==> src/hdl/bdar_pkg.sv <==
// Package for the button debounce and auto-repeat core.
// Holds field widths, register indexes and register reset values.
// No dependencies.
package bdar_pkg;

  localparam int unsigned ButtonW   = 7;
  localparam int unsigned IntervalW = 10;
  localparam int unsigned AccelW    = 8;
  localparam int unsigned CfgIdxW   = 2;
  localparam int unsigned CfgDataW  = 10;

  typedef logic [ButtonW-1:0]   button_t;
  typedef logic [IntervalW-1:0] interval_t;
  typedef logic [AccelW-1:0]    accel_t;

  typedef enum logic [CfgIdxW-1:0] {
    CfgMaxInterval = 2'd0,
    CfgAccelReload = 2'd1,
    CfgStep        = 2'd2,
    CfgMinInterval = 2'd3
  } cfg_idx_e;

  localparam interval_t MaxIntervalRst = 10'd400;
  localparam accel_t    AccelReloadRst = 8'd10;
  localparam interval_t StepRst        = 10'd100;
  localparam interval_t MinIntervalRst = 10'd100;

endpackage

==> src/hdl/button_debounce_autorepeat_core.sv <==
// Button debounce with typematic auto-repeat and repeat acceleration.
// Depends on bdar_pkg for widths, register indexes and reset values.
//
// Takes one sample of seven active-low button levels per item and returns one
// result item per sample: tuser is set when a change or repeat report is
// issued, and tdata then carries the debounced pressed bitmap (zero
// otherwise). A sustained rate of one item per clock cycle is reached while
// the result stream is not stalled. A sample is held in the input register,
// and a single pass over the debounce history and repeat counters between
// that register and the result register produces its result, which is
// offered from the result register. A stalled result holds off the input
// only once both registers are full. Configuration writes to the maximum
// interval take effect at the next unstable sample; the others also when the interval is shortened.
module button_debounce_autorepeat_core #(
  parameter int unsigned NDEBOUNCE = 8
) (
  input  logic                          clk_i,
  input  logic                          rst_ni,
  // Sample stream.
  input  logic                          s_axis_tvalid,
  output logic                          s_axis_tready,
  input  logic [7:0]                    s_axis_tdata,  // [6:0] raw_levels
  // Result stream.
  output logic                          m_axis_tvalid,
  input  logic                          m_axis_tready,
  output logic [7:0]                    m_axis_tdata,  // [6:0] pressed_map
  output logic                          m_axis_tuser,  // [0] report_flag
  // Configuration write port.
  input  logic                          cfg_we_i,
  input  logic [bdar_pkg::CfgIdxW-1:0]  cfg_idx_i,
  input  logic [bdar_pkg::CfgDataW-1:0] cfg_data_i
);

  // Configuration registers.
  bdar_pkg::interval_t max_int_q, step_q, min_int_q;
  bdar_pkg::accel_t    accel_rld_q;

  always_ff @(posedge clk_i or negedge rst_ni) begin
    if (!rst_ni) begin
      max_int_q   <= bdar_pkg::MaxIntervalRst;
      accel_rld_q <= bdar_pkg::AccelReloadRst;
      step_q      <= bdar_pkg::StepRst;
      min_int_q   <= bdar_pkg::MinIntervalRst;
    end else if (cfg_we_i) begin
      unique case (bdar_pkg::cfg_idx_e'(cfg_idx_i))
        bdar_pkg::CfgMaxInterval: max_int_q   <= cfg_data_i[bdar_pkg::IntervalW-1:0];
        bdar_pkg::CfgAccelReload: accel_rld_q <= cfg_data_i[bdar_pkg::AccelW-1:0];
        bdar_pkg::CfgStep:        step_q      <= cfg_data_i[bdar_pkg::IntervalW-1:0];
        bdar_pkg::CfgMinInterval: min_int_q   <= cfg_data_i[bdar_pkg::IntervalW-1:0];
        default: ;
      endcase
    end
  end

  // Input register.
  logic                s1_valid_q;
  bdar_pkg::button_t   s1_raw_q;
  logic                out_free, proc;

  assign out_free      = !m_axis_tvalid || m_axis_tready;
  assign proc          = s1_valid_q && out_free;
  assign s_axis_tready = !s1_valid_q || out_free;

  always_ff @(posedge clk_i or negedge rst_ni) begin
    if (!rst_ni) begin
      s1_valid_q <= 1'b0;
    end else if (s_axis_tready) begin
      s1_valid_q <= s_axis_tvalid;
    end
  end

  always_ff @(posedge clk_i) begin
    if (s_axis_tready && s_axis_tvalid) begin
      s1_raw_q <= s_axis_tdata[bdar_pkg::ButtonW-1:0];
    end
  end

  // Debounce history and repeat state.
  bdar_pkg::button_t   hist_q [NDEBOUNCE];
  bdar_pkg::button_t   last_q, last_d;
  bdar_pkg::interval_t timer_q, timer_d;
  bdar_pkg::interval_t int_q, int_d;
  bdar_pkg::accel_t    accel_q, accel_d;

  bdar_pkg::button_t   btn;
  logic                stable, expired, report_ev, flag_d;
  logic [NDEBOUNCE-1:0] match;
  logic signed [bdar_pkg::IntervalW:0] int_next;

  assign btn = ~s1_raw_q;

  always_comb begin
    for (int i = 0; i < NDEBOUNCE; i++) begin
      match[i] = (hist_q[i] == btn);
    end
  end

  assign stable    = &match;
  assign expired   = (timer_q <= bdar_pkg::interval_t'(1));
  assign report_ev = (btn != last_q) || expired;
  assign int_next  = $signed({1'b0, int_q}) - $signed({1'b0, step_q});

  always_comb begin
    last_d  = last_q;
    int_d   = int_q;
    accel_d = accel_q;
    flag_d  = 1'b0;
    timer_d = timer_q;
    if (!stable) begin
      int_d   = max_int_q;
      accel_d = accel_rld_q;
      timer_d = max_int_q;
    end else begin
      if (report_ev) begin
        if (expired) begin
          if (accel_q <= bdar_pkg::accel_t'(1)) begin
            // Counter runs out: reload it and shorten the interval.
            accel_d = accel_rld_q;
            if (int_next < $signed({1'b0, min_int_q})) begin
              int_d = min_int_q;
            end else begin
              int_d = int_next[bdar_pkg::IntervalW-1:0];
            end
          end else begin
            accel_d = accel_q - bdar_pkg::accel_t'(1);
          end
        end
        // A report of all released after all released stays silent.
        flag_d = (btn != '0) || (last_q != '0);
        last_d = btn;
      end
      if (expired) begin
        timer_d = int_d;
      end else begin
        timer_d = timer_q - bdar_pkg::interval_t'(1);
      end
    end
  end

  always_ff @(posedge clk_i or negedge rst_ni) begin
    if (!rst_ni) begin
      for (int i = 0; i < NDEBOUNCE; i++) begin
        hist_q[i] <= '0;
      end
      last_q  <= '0;
      timer_q <= '0;
      int_q   <= bdar_pkg::MaxIntervalRst;
      accel_q <= bdar_pkg::AccelReloadRst;
    end else if (proc) begin
      for (int i = 0; i < NDEBOUNCE - 1; i++) begin
        hist_q[i] <= hist_q[i+1];
      end
      hist_q[NDEBOUNCE-1] <= btn;
      last_q  <= last_d;
      timer_q <= timer_d;
      int_q   <= int_d;
      accel_q <= accel_d;
    end
  end

  // Result register.
  logic              m_flag_q;
  bdar_pkg::button_t m_map_q;

  always_ff @(posedge clk_i or negedge rst_ni) begin
    if (!rst_ni) begin
      m_axis_tvalid <= 1'b0;
    end else if (out_free) begin
      m_axis_tvalid <= s1_valid_q;
    end
  end

  always_ff @(posedge clk_i) begin
    if (proc) begin
      m_flag_q <= flag_d;
      m_map_q  <= flag_d ? btn : '0;
    end
  end

  assign m_axis_tuser = m_flag_q;
  assign m_axis_tdata = {1'b0, m_map_q};

`ifndef NO_ASSERTIONS
  // An unstable sample leaves timer and interval both at the starting value.
  a_unstable_reload: assert property (@(posedge clk_i) disable iff (!rst_ni)
    (proc && !stable) |=> (timer_q == int_q))
    else $error("timer and interval differ after an unstable sample");

  // A silent result never carries a bitmap.
  a_silent_zero: assert property (@(posedge clk_i) disable iff (!rst_ni)
    (m_axis_tvalid && !m_axis_tuser) |-> (m_axis_tdata == '0))
    else $error("bitmap present without a report");

  // A reported bitmap becomes the last reported state.
  a_report_tracks: assert property (@(posedge clk_i) disable iff (!rst_ni)
    (proc && flag_d) |=> (last_q == m_map_q))
    else $error("last reported bitmap does not match the report");

  // An item held in the input register is not dropped while the output stalls.
  a_hold_input: assert property (@(posedge clk_i) disable iff (!rst_ni)
    (s1_valid_q && !out_free) |=> (s1_valid_q && $stable(s1_raw_q)))
    else $error("input item lost during an output stall");
`endif

endmodule
==> config.mk <==
export PLATFORM = sky130hd
export DESIGN_NAME = button_debounce_autorepeat_core
export DESIGN_NICKNAME = d
export VERILOG_FILES = /design/src/hdl/bdar_pkg.sv /design/src/hdl/button_debounce_autorepeat_core.sv
export SDC_FILE = /design/constraint.sdc
export NUM_CORES = 1
export LEC_CHECK = 0
export BUFFER_PORTS_ARGS = -buffer_cell sky130_fd_sc_hd__buf_2
export CAP_MARGIN = 40
export CORE_AREA = 2 2 135 137
export DETAILED_ROUTE_END_ITERATION = 8
export DIE_AREA = 0 0 137 139
export PLACE_DENSITY = 0.57
export SYNTH_ARGS = -nofsm -noshare
export SYNTH_HDL_FRONTEND = slang
export SYNTH_SLANG_ARGS = --single-unit
export TNS_END_PERCENT = 5
==> constraint.sdc <==
create_clock -name clk_i -period 5.17 [get_ports clk_i]
set_clock_uncertainty 0.15 [all_clocks]
set_input_delay 0.517 -clock clk_i [delete_from_list [all_inputs] [get_ports clk_i]]
set_output_delay 0.517 -clock clk_i [all_outputs]
set_load 0.01 [all_outputs]
# Word level (Yosys, flattened, before mapping)
# Index checks and enable logic that the tools add are counted.
# totals
mem_bits_rw	0
elab_cells	73
latch_bits	0
memories	0
rom_bits	0
out_inout_bits	11
register_bits	146
in_bits	25
# classes
n_div	0
n_mul	0
muxes	13
bitwise_logic	1
n_reduce_logical	18
eq_ne	14
magnitude_cmp	3
add_sub_neg	3
shift	0
# op_table
operator	count
2-to-1 mux 10 bit	7
== test 7 bit	8
2-to-1 mux 8 bit	4
nonzero test 7 bit	2
< comparator 11 bit	1
subtractor 10 x 10 -> 11 bit	1
less-or-equal comparator 10 x 1 -> 1 bit, second input constant	1
AND reduction 10 bit	1
subtractor 10 x 1 -> 10 bit, second input constant	1
less-or-equal comparator 8 x 1 -> 1 bit, second input constant	1
AND reduction 2 bit	4
AND reduction 8 bit	1
subtractor 8 x 1 -> 8 bit, second input constant	1
!= test 7 bit	1
NOT 7 bit	1
== test 2 bit, second input constant	2
logical OR 1 bit	4
!= test 2 x 1 -> 1 bit, second input constant	2
AND reduction 3 bit	1
== test 2 x 1 -> 1 bit, second input constant	1
logical AND 1 bit	2
zero test 1 bit	2
zero test 2 bit	1
2-to-1 mux 1 bit	2

# Depth between registers and ports, before layout
# Gate-level depths: netlist (run 1).
# depth
ltp_word	8
ltp_mapped	16
depth_no_buf	15

# Least setup slack after synthesis (run 1)
# Ideal clock, no wire load.
# synth_timing
path_type	reg-to-reg
startpoint	reg step_q[2]
endpoint	reg timer_q[7]
path_buffers	1
path_stages_with_launch	14
required_time_ps	4890
path_slack_ps	1718
period_less_slack_ps	3452
setup_time_ps	130
arrival_time_ps	3172
cell_sequence	dfstp_2 inv_1 ha_1 nor2b_1 o31a_1 o22ai_1 xnor2_1 ha_1 a2111o_1 or2_2 clkbuf_1 and3_1 a211oi_1 o31ai_1
# synth_via
elab_chain_len	8
# synth_rtl
item	line_no	source
start, declared	button_debounce_autorepeat_core.sv:35	bdar_pkg::interval_t max_int_q, step_q, min_int_q;
start signal, assigned	button_debounce_autorepeat_core.sv:42	step_q <= bdar_pkg::StepRst;
start signal, assigned	button_debounce_autorepeat_core.sv:48	bdar_pkg::CfgStep: step_q <= cfg_data_i[bdar_pkg::IntervalW-1:0];
subtractor 10 x 10 -> 11 bit (*)	button_debounce_autorepeat_core.sv:101	assign int_next = $signed({1'b0, int_q}) - $signed({1'b0, step_q});
< comparator 11 bit	button_debounce_autorepeat_core.sv:119	if (int_next < $signed({1'b0, min_int_q})) begin
2-to-1 mux 10 bit (*)	button_debounce_autorepeat_core.sv:119	
2-to-1 mux 10 bit (*)	button_debounce_autorepeat_core.sv:116	if (accel_q <= bdar_pkg::accel_t'(1)) begin
2-to-1 mux 10 bit (*)	button_debounce_autorepeat_core.sv:115	if (expired) begin
2-to-1 mux 10 bit (*)	button_debounce_autorepeat_core.sv:114	if (report_ev) begin
2-to-1 mux 10 bit (*)	button_debounce_autorepeat_core.sv:132	if (expired) begin
2-to-1 mux 10 bit (*)	button_debounce_autorepeat_core.sv:109	if (!stable) begin
end signal, assigned	button_debounce_autorepeat_core.sv:155	timer_q <= timer_d;
end, declared	button_debounce_autorepeat_core.sv:81	bdar_pkg::interval_t timer_q, timer_d;
# Every way passes the cells marked *; elsewhere a longest branch is shown, timed or not.
# A chain may end at the register's enable or synchronous reset.

# Worst setup path after layout (run 1)
# layout_timing
startpoint	reg int_q[0]
endpoint	reg int_q[6]
# layout_via
elab_chain_len	7
# layout_rtl
item	line_no	source
start, declared	button_debounce_autorepeat_core.sv:82	bdar_pkg::interval_t int_q, int_d;
start signal, assigned	button_debounce_autorepeat_core.sv:147	int_q <= bdar_pkg::MaxIntervalRst;
start signal, assigned	button_debounce_autorepeat_core.sv:156	int_q <= int_d;
subtractor 10 x 10 -> 11 bit (*)	button_debounce_autorepeat_core.sv:101	
< comparator 11 bit	button_debounce_autorepeat_core.sv:119	
2-to-1 mux 10 bit (*)	button_debounce_autorepeat_core.sv:119	
2-to-1 mux 10 bit (*)	button_debounce_autorepeat_core.sv:116	
2-to-1 mux 10 bit (*)	button_debounce_autorepeat_core.sv:115	
2-to-1 mux 10 bit (*)	button_debounce_autorepeat_core.sv:114	
2-to-1 mux 10 bit (*)	button_debounce_autorepeat_core.sv:109	
# Marks and branches as above.

==> results of run 1 <==
-- worst max-delay path, cell delays in order (launching register included) --
cell and delay (ns):
dfrtp_1 0.37, inv_1 0.09, ha_1 0.22, fa_1 0.41, nor2b_1 0.18, o31a_1 0.23, o22ai_1 0.13, xnor2_1 0.22
ha_1 0.29, a2111o_1 0.37, nor2_1 0.42, nor2_1 0.24, a211oi_1 0.43, a21oi_1 0.13
-- flip-flops by register name, indices dropped and copies added (netlist names) --
name,cells
hist_q,56
int_q,10
max_int_q,10
min_int_q,10
step_q,10
timer_q,10
accel_q,8
accel_rld_q,8
last_q,7
m_map_q,7
s1_raw_q,7
m_axis_tuser,1
m_axis_tvalid,1
s1_valid_q,1
-- logic make-up (layout without fill, tap and decap cells) --
logic type | Yosys count | in the layout | synth area share
buffers and inverters | 70 | 109 | 0.0371
XOR/XNOR | 20 | 20 | 0.0224
other | 1 | 1 | 0.000480
flip-flops | 146 | 146 | 0.479
AND/OR/NAND/NOR | 354 | 354 | 0.220
AO/OA/AOI/OAI | 150 | 150 | 0.132
adder cells (fa/ha/maj) | 24 | 24 | 0.0394
multiplexers | 49 | 49 | 0.0691
-- layer usage --
metal  routed length, um  GRT usage  vias up
met4                 451     0.0743        0
met3                 784     0.0512       32
met1                8430      0.270     2944
li1                    -          -     2948
met2                8930      0.332      171
met5                   0          0        -
-- cell usage after synthesis (9+ instances only) --
cell      number  share of area
mux2i_1        9          0.012
dfstp_2       16          0.054
nor2_1        46          0.022
dfrtp_1      115           0.37
nand2_1      184          0.088
nand4b_1       9          0.010
a21oi_1       24          0.015
mux2_2        40          0.058
xnor2_1       16          0.018
inv_1         32          0.015
ha_1          23          0.037
nand3b_1       9         0.0086
nor3_1        16          0.010
nand2b_1      11         0.0088
nand4_1       11         0.0088
o21ai_0       39          0.025
buf_2         10         0.0064
edfxtp_1      15          0.058
clkbuf_1      16         0.0077
nand3_1       18          0.012
-- stage by stage --
stage | area, sq um | setup WS, ns | power [W]
6_report | 8830 | 1.15 | 0.00406
5_1_grt | 8830 | 0.908 | 0.00432
4_1_cts | 8820 | 1.17 | 0.00408
3_5_place_dp | 8210 | 1.21 | 0.00281
3_3_place_gp | 8180 | 1.31 | 0.00276
2_1_floorplan | 7820 | 1.72 | 0.00248
-- where the power goes --
group / switching [W] / leakage (nW) / internal (W)
Clock: 0.000470 / 0.298 / 0.000774
Combinational: 0.000673 / 1.83 / 0.000481
Sequential: 0.000239 / 1.76 / 0.00142
-- layout make-up --
cell class                 count  area [sq um]
timing repair buffer          44           280
tap                          229           287
multi-input combinational    598          3790
fill                        1640          8830
sequential                   146          3750
inverter                      33           124
clock inverter                 9           101
clock buffer                  23           499
-- final timing paths --
kind / start / endpoint / cells after the start
setup reg to reg: int_q[0]$_DFFE_PN0P_ / int_q[6]$_DFFE_PN0P_ / 13
max in group asynchronous: rst_ni / int_q[4]$_DFFE_PN1P_ / 4
min in group asynchronous: rst_ni / hist_q[43]$_DFFE_PN0P_ / 3
hold reg to reg: hist_q[51]$_DFFE_PN0P_ / hist_q[51]$_DFFE_PN0P_ / 2
hold / removal: s_axis_tdata[3] / s1_raw_q[3]$_DFFE_PP_ / 1
setup / recovery: int_q[0]$_DFFE_PN0P_ / int_q[6]$_DFFE_PN0P_ / 13
==> results.ini, run 1 <==
[synth]
synth_nets=863
synthArstFlopShare=0.897
ys_seq_area_frac=0.479
syn_area_sq_um=7820
syn-instance-count=814
avgSynthCellArea_sq_um=9.61
synth_edf_count=15
ys_ff_latch=146
synth_flop_cell=dfrtp_1
synth.distinct_cells=78
yosysWarningCount=0

[worst_hold_path]
hp-class=in2reg

[timing]
tns_ns=0
fin_crit_ns=4.02
fin_hold_ws_ns=0.115
slew_violations=0
final_hold_viol_count=0
rsz0062_at_grt=false
min_period_over_period=0.777
tightest_slew_ns=0.807
fmax_ghz=0.249
relSlewSlack=0.462
setup_viol_count_final=0

[setup_path]
path_max_fanout=8
cp-end-kind=flip-flop
cp.arrival_ns=4.16
critPathLaunchType=flip-flop
rrSetupSlack_ns=1.15
worstPathRequired_ns=5.31
crit_type=reg2reg

[cts]
post_cts_resized=0
htreeDepth=4
root_buffer=clkbuf_16
cts_num_sinks=146
post_cts_buffers=0
cts_buffer_depth=2
hold_buffers=1
numCtsBuffers=17
insertion_delay_ns=0.42
clk_pin_slew_ns=0.06
cts_tree=built

[final_layout]
drive_gt1_frac=0.179
layout.nets=889
area_growth_pct=12.9
num_antenna_cells=0
layout_commonest_cell=nand2_1
utilization=0.500
layout_common_cells=183 x nand2_1, 115 x dfrtp_1, 46 x nor2_1, 40 x mux2_2, 39 x o21ai_0
fin_cells=1082

[floorplan]
die-area_sq_um=19000
die_h_um=139
num_rows=49
core_area_sq_um=17700
io_pins=36
die_w_um=137
start_util=0.443

[placed_design]
dp.cells=1048
gp_congestion=0.897
io_buffers=33
dp_hpwl_um=13000

[drt]
drt-pass1-iter-count=5
vias=6095
ant_nets=0
wl_per_cell_um=17.2
drt_iter0_drc=407
drc=0
drt_wl_total_um=18600
vias_per_cell=5.63

[global_routing]
grt_pass1_vias=6013
grt_max_degree=96
grt_use_total=0.207
grt-ovfl-total=0
grt_pass1_wl_um=31000
antenna_found_initial=0

[power_and_ir_drop]
p_per_area_nw_per_um2=459
ir_drop_mv=0.243
p_leak_nw=3.89

[status]
status=finished, final reports clean

[flow_run]
drv_cap=0

Power figures use the tool's default switching activity.
==> inputs of run 2 (changes only) <==
- clock period: 5.17 -> 4.1 ns (I/O delays scaled with it)
==> run 2 against run 1 <==
  * Register-to-register slack lost 0.95 ns
  * Die area is the same
  * First-iteration DRC count shrank 4.7%
  * Sequential share of layout area shrank 0.39 points
  * Combinational power grew 30%
  * Cell count grew 0.83%
  * Utilization grew 0.47 points
  * Worst setup slack lost 0.95 ns
  * Worst hold slack lost 0.10 ns
  * Sequential cell count is the same
==> results.ini, run 2 (synthesis results as in run 1) <==
[global_routing]
grt_max_degree=84
grt-ovfl-total=0
grt_pass1_wl_um=31100
grt_pass1_vias=6124
antenna_found_initial=0
grt_use_total=0.209

[timing]
rsz0062_at_grt=false
finalWorstSetupSlack_ns=0.205
slew_violations=0
relSlewSlack=0.450
fin_hold_ws_ns=0.0148
setup_viol_count_final=0
tns_ns=0
tightest_slew_ns=0.826
min_period_over_period=0.950
final_hold_viol_count=0
fin_crit_ns=3.90
fmax_ghz=0.257

[cts]
cts_tree=built
cts_buffer_depth=2
root_buffer=clkbuf_16
cts_num_sinks=146
clk_pin_slew_ns=0.06
htreeDepth=4
post_cts_buffers=0
insertion_delay_ns=0.43
numCtsBuffers=17

[drt]
drc=0
drt-pass1-iter-count=6
ant_nets=0
vias_per_cell=5.67
drt_wl_total_um=18800
drt_iter0_drc=388
wl_per_cell_um=17.2
vias=6183

[placed_design]
gp_congestion=0.865
dp_hpwl_um=13300
io_buffers=33
dp.cells=1052
preCtsSetupSlack_ns=0.263

[final_layout]
num_antenna_cells=0
fin_cells=1091
regMostFlops=hist_q
layout.nets=898
area_growth_pct=14.0
layout_commonest_cell=nand2_1
largest_reg_flops=56
layout_common_cells=183 x nand2_1, 115 x dfrtp_1, 45 x nor2_1, 40 x mux2_2, 39 x o21ai_0
drive_gt1_frac=0.181

[floorplan]
start_util=0.443
num_rows=49
die-area_sq_um=19000
die_w_um=137
io_pins=36
die_h_um=139
core_area_sq_um=17700

[power_and_ir_drop]
internal_power_w=0.00340
combPwrFrac=0.288
switching_share=0.342
seq_power_share=0.405
power_w=0.00517
p_per_area_nw_per_um2=580
p_switching_w=0.00177
ir_drop_mv=0.332
power_frac_clock=0.307
p_leak_nw=3.91

[flow_run]
drv_cap=0

[status]
status=finished, final reports clean

[setup_path]
critPathLaunchType=flip-flop
worstPathRequired_ns=4.25
path_max_fanout=11
crit_type=reg2reg
rrSetupSlack_ns=0.20
cp-end-kind=flip-flop
cp.arrival_ns=4.04

[worst_hold_path]
hp-class=in2reg

[run 2: cell types whose count changed in the layout (fill, tap and decap cells not counted), sizes merged]
cell         delta
dlygate4sd3     +6
buf             +3
clkinv          -2
clkinvlp        +2
bufinv          +1
clkbuf          -1
[run 2: timing repair]
action / 4_1_cts / 5_1_grt
resized for setup: 0 / 2
endpoints found under the hold margin: 35 / 1
setup endpoints to repair: 0 / 5
hold buffers: 6 / 1
[run 2: power by group through the flow]
stage | logic (W) | clock network [W] | registers [W]
global route | 0.00168 | 0.00168 | 0.00214
detailed placement | 0.00146 | 0 | 0.00211
global placement | 0.00141 | 0 | 0.00209
finish | 0.00149 | 0.00159 | 0.00209
floorplan | 0.00113 | 0 | 0.00200
CTS | 0.00148 | 0.00162 | 0.00209
[run 2: path summary, 6_finish.rpt]
check,cells after the start,endpoint,startpoint
worst max register to register,13,timer_q[7]$_DFFE_PN0P_,int_q[0]$_DFFE_PN0P_
max in group asynchronous,4,step_q[2]$_DFFE_PN1P_,rst_ni
worst min register to register,2,hist_q[51]$_DFFE_PN0P_,hist_q[51]$_DFFE_PN0P_
min in group asynchronous,2,hist_q[49]$_DFFE_PN0P_,rst_ni
worst min-delay path,1,s1_raw_q[2]$_DFFE_PP_,s_axis_tdata[2]
worst max-delay path,13,timer_q[7]$_DFFE_PN0P_,int_q[0]$_DFFE_PN0P_
[run 2: metal layers]
metal,part of all wire,up-vias,track usage
met1,0.45,3046,0.275
met3,0.035,25,0.0428
met5,0,-,0
met4,0.018,0,0.0705
met2,0.49,146,0.342
li1,-,2966,-
[run 2: critical path: stages (launching register included)]
cell and delay (ns):
dfrtp_1 0.37, inv_1 0.08, ha_1 0.21, fa_1 0.41
nor2b_1 0.20, o31a_1 0.24, o22ai_1 0.12, xnor2_1 0.24
ha_1 0.29, a2111o_1 0.39, or2_2 0.39, and3_1 0.21
a211oi_1 0.33, o31ai_1 0.12
[run 2: final cells by class]
class	instances	area (sq um)
tap	229	287
fill	1642	8740
clock buffer	22	464
sequential	146	3750
timing repair buffer	53	359
inverter	33	124
clock inverter	10	136
multi-input combinational	598	3790
[run 2: metrics by stage]
stage	util	instance area (sq um)
5_1_grt	0.505	8910
6_report	0.505	8910
4_1_cts	0.504	8900
2_1_floorplan	-	7820
3_3_place_gp	0.465	8210
3_5_place_dp	0.467	8240
==> inputs of run 3 (changes only) <==
- CELL_PAD_IN_SITES_DETAIL_PLACEMENT: not set -> 0
- CELL_PAD_IN_SITES_GLOBAL_PLACEMENT: not set -> 1
- PLACE_DENSITY: 0.57 -> 0.7
==> run 3 against run 2 <==
  * Global-route usage shrank 0.32 points
  * Register-to-register slack gained 0.07 ns
  * Critical path type unchanged
  * Critical endpoint is now timer_q[9]$_DFFE_PN0P_
  * Utilization shrank 0.14 points
  * Largest cell class unchanged
  * Routed wire length shrank 0.83%
  * Count of clock-buffer cells in the layout shrank 3
==> results.ini, run 3 (synthesis results as in run 1) <==
[global_routing]
grt-ovfl-total=0
grt_use_total=0.206
grt_pass1_vias=5974
grt_pass1_wl_um=30700
antenna_found_initial=0
grt_max_degree=77

[cts]
numCtsBuffers=17
htreeDepth=4
cts_buffer_depth=2
root_buffer=clkbuf_16
cts_num_sinks=146
clk_pin_slew_ns=0.06
cts_tree=built
post_cts_buffers=0
insertion_delay_ns=0.42

[setup_path]
crit_buf_inv=2
cp-end-kind=flip-flop
crit_family=compound AO/OA/AOI/OAI gates
path_max_fanout=7
slowest_delay_ns=0.40
rrSetupSlack_ns=0.28
critPathLaunchType=flip-flop
worstPathRequired_ns=4.24
path_cells=inv_1, ha_1, fa_1, nor2b_1, o31a_1, o22ai_1, xnor2_1, ha_1, o21ai_0, nand2b_1, a21oi_1, a21oi_1, buf_4, a21oi_1, a211oi_1, o21ai_0
slowest_stage=fa_1
cp_common_cell=a21oi_1
crit_type=reg2reg
cp.arrival_ns=3.96

[drt]
drt_wl_total_um=18700
vias=6093
drt_iter0_drc=398
drt-pass1-iter-count=6
wl_per_cell_um=17.1
ant_nets=0
vias_per_cell=5.59
drc=0

[timing]
slew_violations=0
setup_viol_count_final=0
fmax_ghz=0.262
fin_hold_ws_ns=0.0334
min_period_over_period=0.932
final_hold_viol_count=0
tightest_slew_ns=0.790
finalWorstSetupSlack_ns=0.279
rsz0062_at_grt=false
tns_ns=0
relSlewSlack=0.473
fin_crit_ns=3.82

[floorplan]
die_w_um=137
start_util=0.443
die_h_um=139
die-area_sq_um=19000
core_area_sq_um=17700
num_rows=49
io_pins=36

[flow_run]
drv_cap=0

[placed_design]
gp_congestion=0.813
io_buffers=33
preCtsSetupSlack_ns=0.164
dp_hpwl_um=13400

[final_layout]
layout.nets=897
drive_gt1_frac=0.181
layout_common_cells=183 x nand2_1, 115 x dfrtp_1, 45 x nor2_1, 40 x mux2_2, 39 x o21ai_0
fillers=1657
layout.area.seq_sq_um=3750
regMostFlops=hist_q
layout_commonest_cell=nand2_1
multi_input_area_sq_um=3790
largest_reg_flops=56
num_antenna_cells=0
area_growth_pct=13.6

[power_and_ir_drop]
p_leak_nw=3.89
power_w=0.00505
ir_drop_mv=0.360
p_per_area_nw_per_um2=568

[status]
status=finished, final reports clean

[worst_hold_path]
hp-class=in2reg

[run 3: what timing repair did]
item | in CTS | in global routing
hold buffers | 7 | 0
endpoints found under the setup margin | 0 | 6
gates resized for setup | 0 | 1
endpoints found under the hold margin | 31 | 0
[run 3: worst paths after layout]
path	from	to	cells past startpoint
worst max-delay path	int_q[0]$_DFFE_PN0P_	timer_q[9]$_DFFE_PN0P_	16
worst min-delay path	s_axis_tvalid	s1_valid_q$_DFFE_PN0N_	2
worst max register to register	int_q[0]$_DFFE_PN0P_	timer_q[9]$_DFFE_PN0P_	16
worst min register to register	hist_q[50]$_DFFE_PN0P_	hist_q[50]$_DFFE_PN0P_	2
max in group asynchronous	rst_ni	hist_q[50]$_DFFE_PN0P_	4
min in group asynchronous	rst_ni	last_q[4]$_DFFE_PN0P_	2
[run 3: metal layers]
| metal | part of all wire | track usage | vias to the layer above |
|---|---|---|---|
| met2 | 0.51 | 0.355 | 84 |
| met1 | 0.45 | 0.264 | 3025 |
| met4 | 0.010 | 0.0472 | 0 |
| li1 | - | - | 2969 |
| met3 | 0.028 | 0.0420 | 15 |
| met5 | 0 | 0 | - |
[run 3: final cells by class]
cell class                 count  share of cell area
tap                          229              0.0322
multi-input combinational    598               0.427
clock inverter                13              0.0156
sequential                   146               0.422
inverter                      33              0.0139
timing repair buffer          52              0.0410
clock buffer                  19              0.0487
[run 3: through the flow]
step / instances / instance area, sq um / util
after floorplan: 814 / 7820 / -
after global placement: 1050 / 8220 / 0.465
after detailed placement: 1051 / 8240 / 0.467
after CTS: 1090 / 8880 / 0.503
after global routing: 1090 / 8890 / 0.503
final: 1090 / 8890 / 0.503
[run 3: where the power goes]
group          internal [W]  switching, W  total, W  leakage [nW]
Sequential          0.00179      0.000300   0.00209          1.76
Combinational      0.000613      0.000833   0.00145          1.87
Clock              0.000895      0.000622   0.00152         0.265
Total               0.00330       0.00175   0.00505          3.89
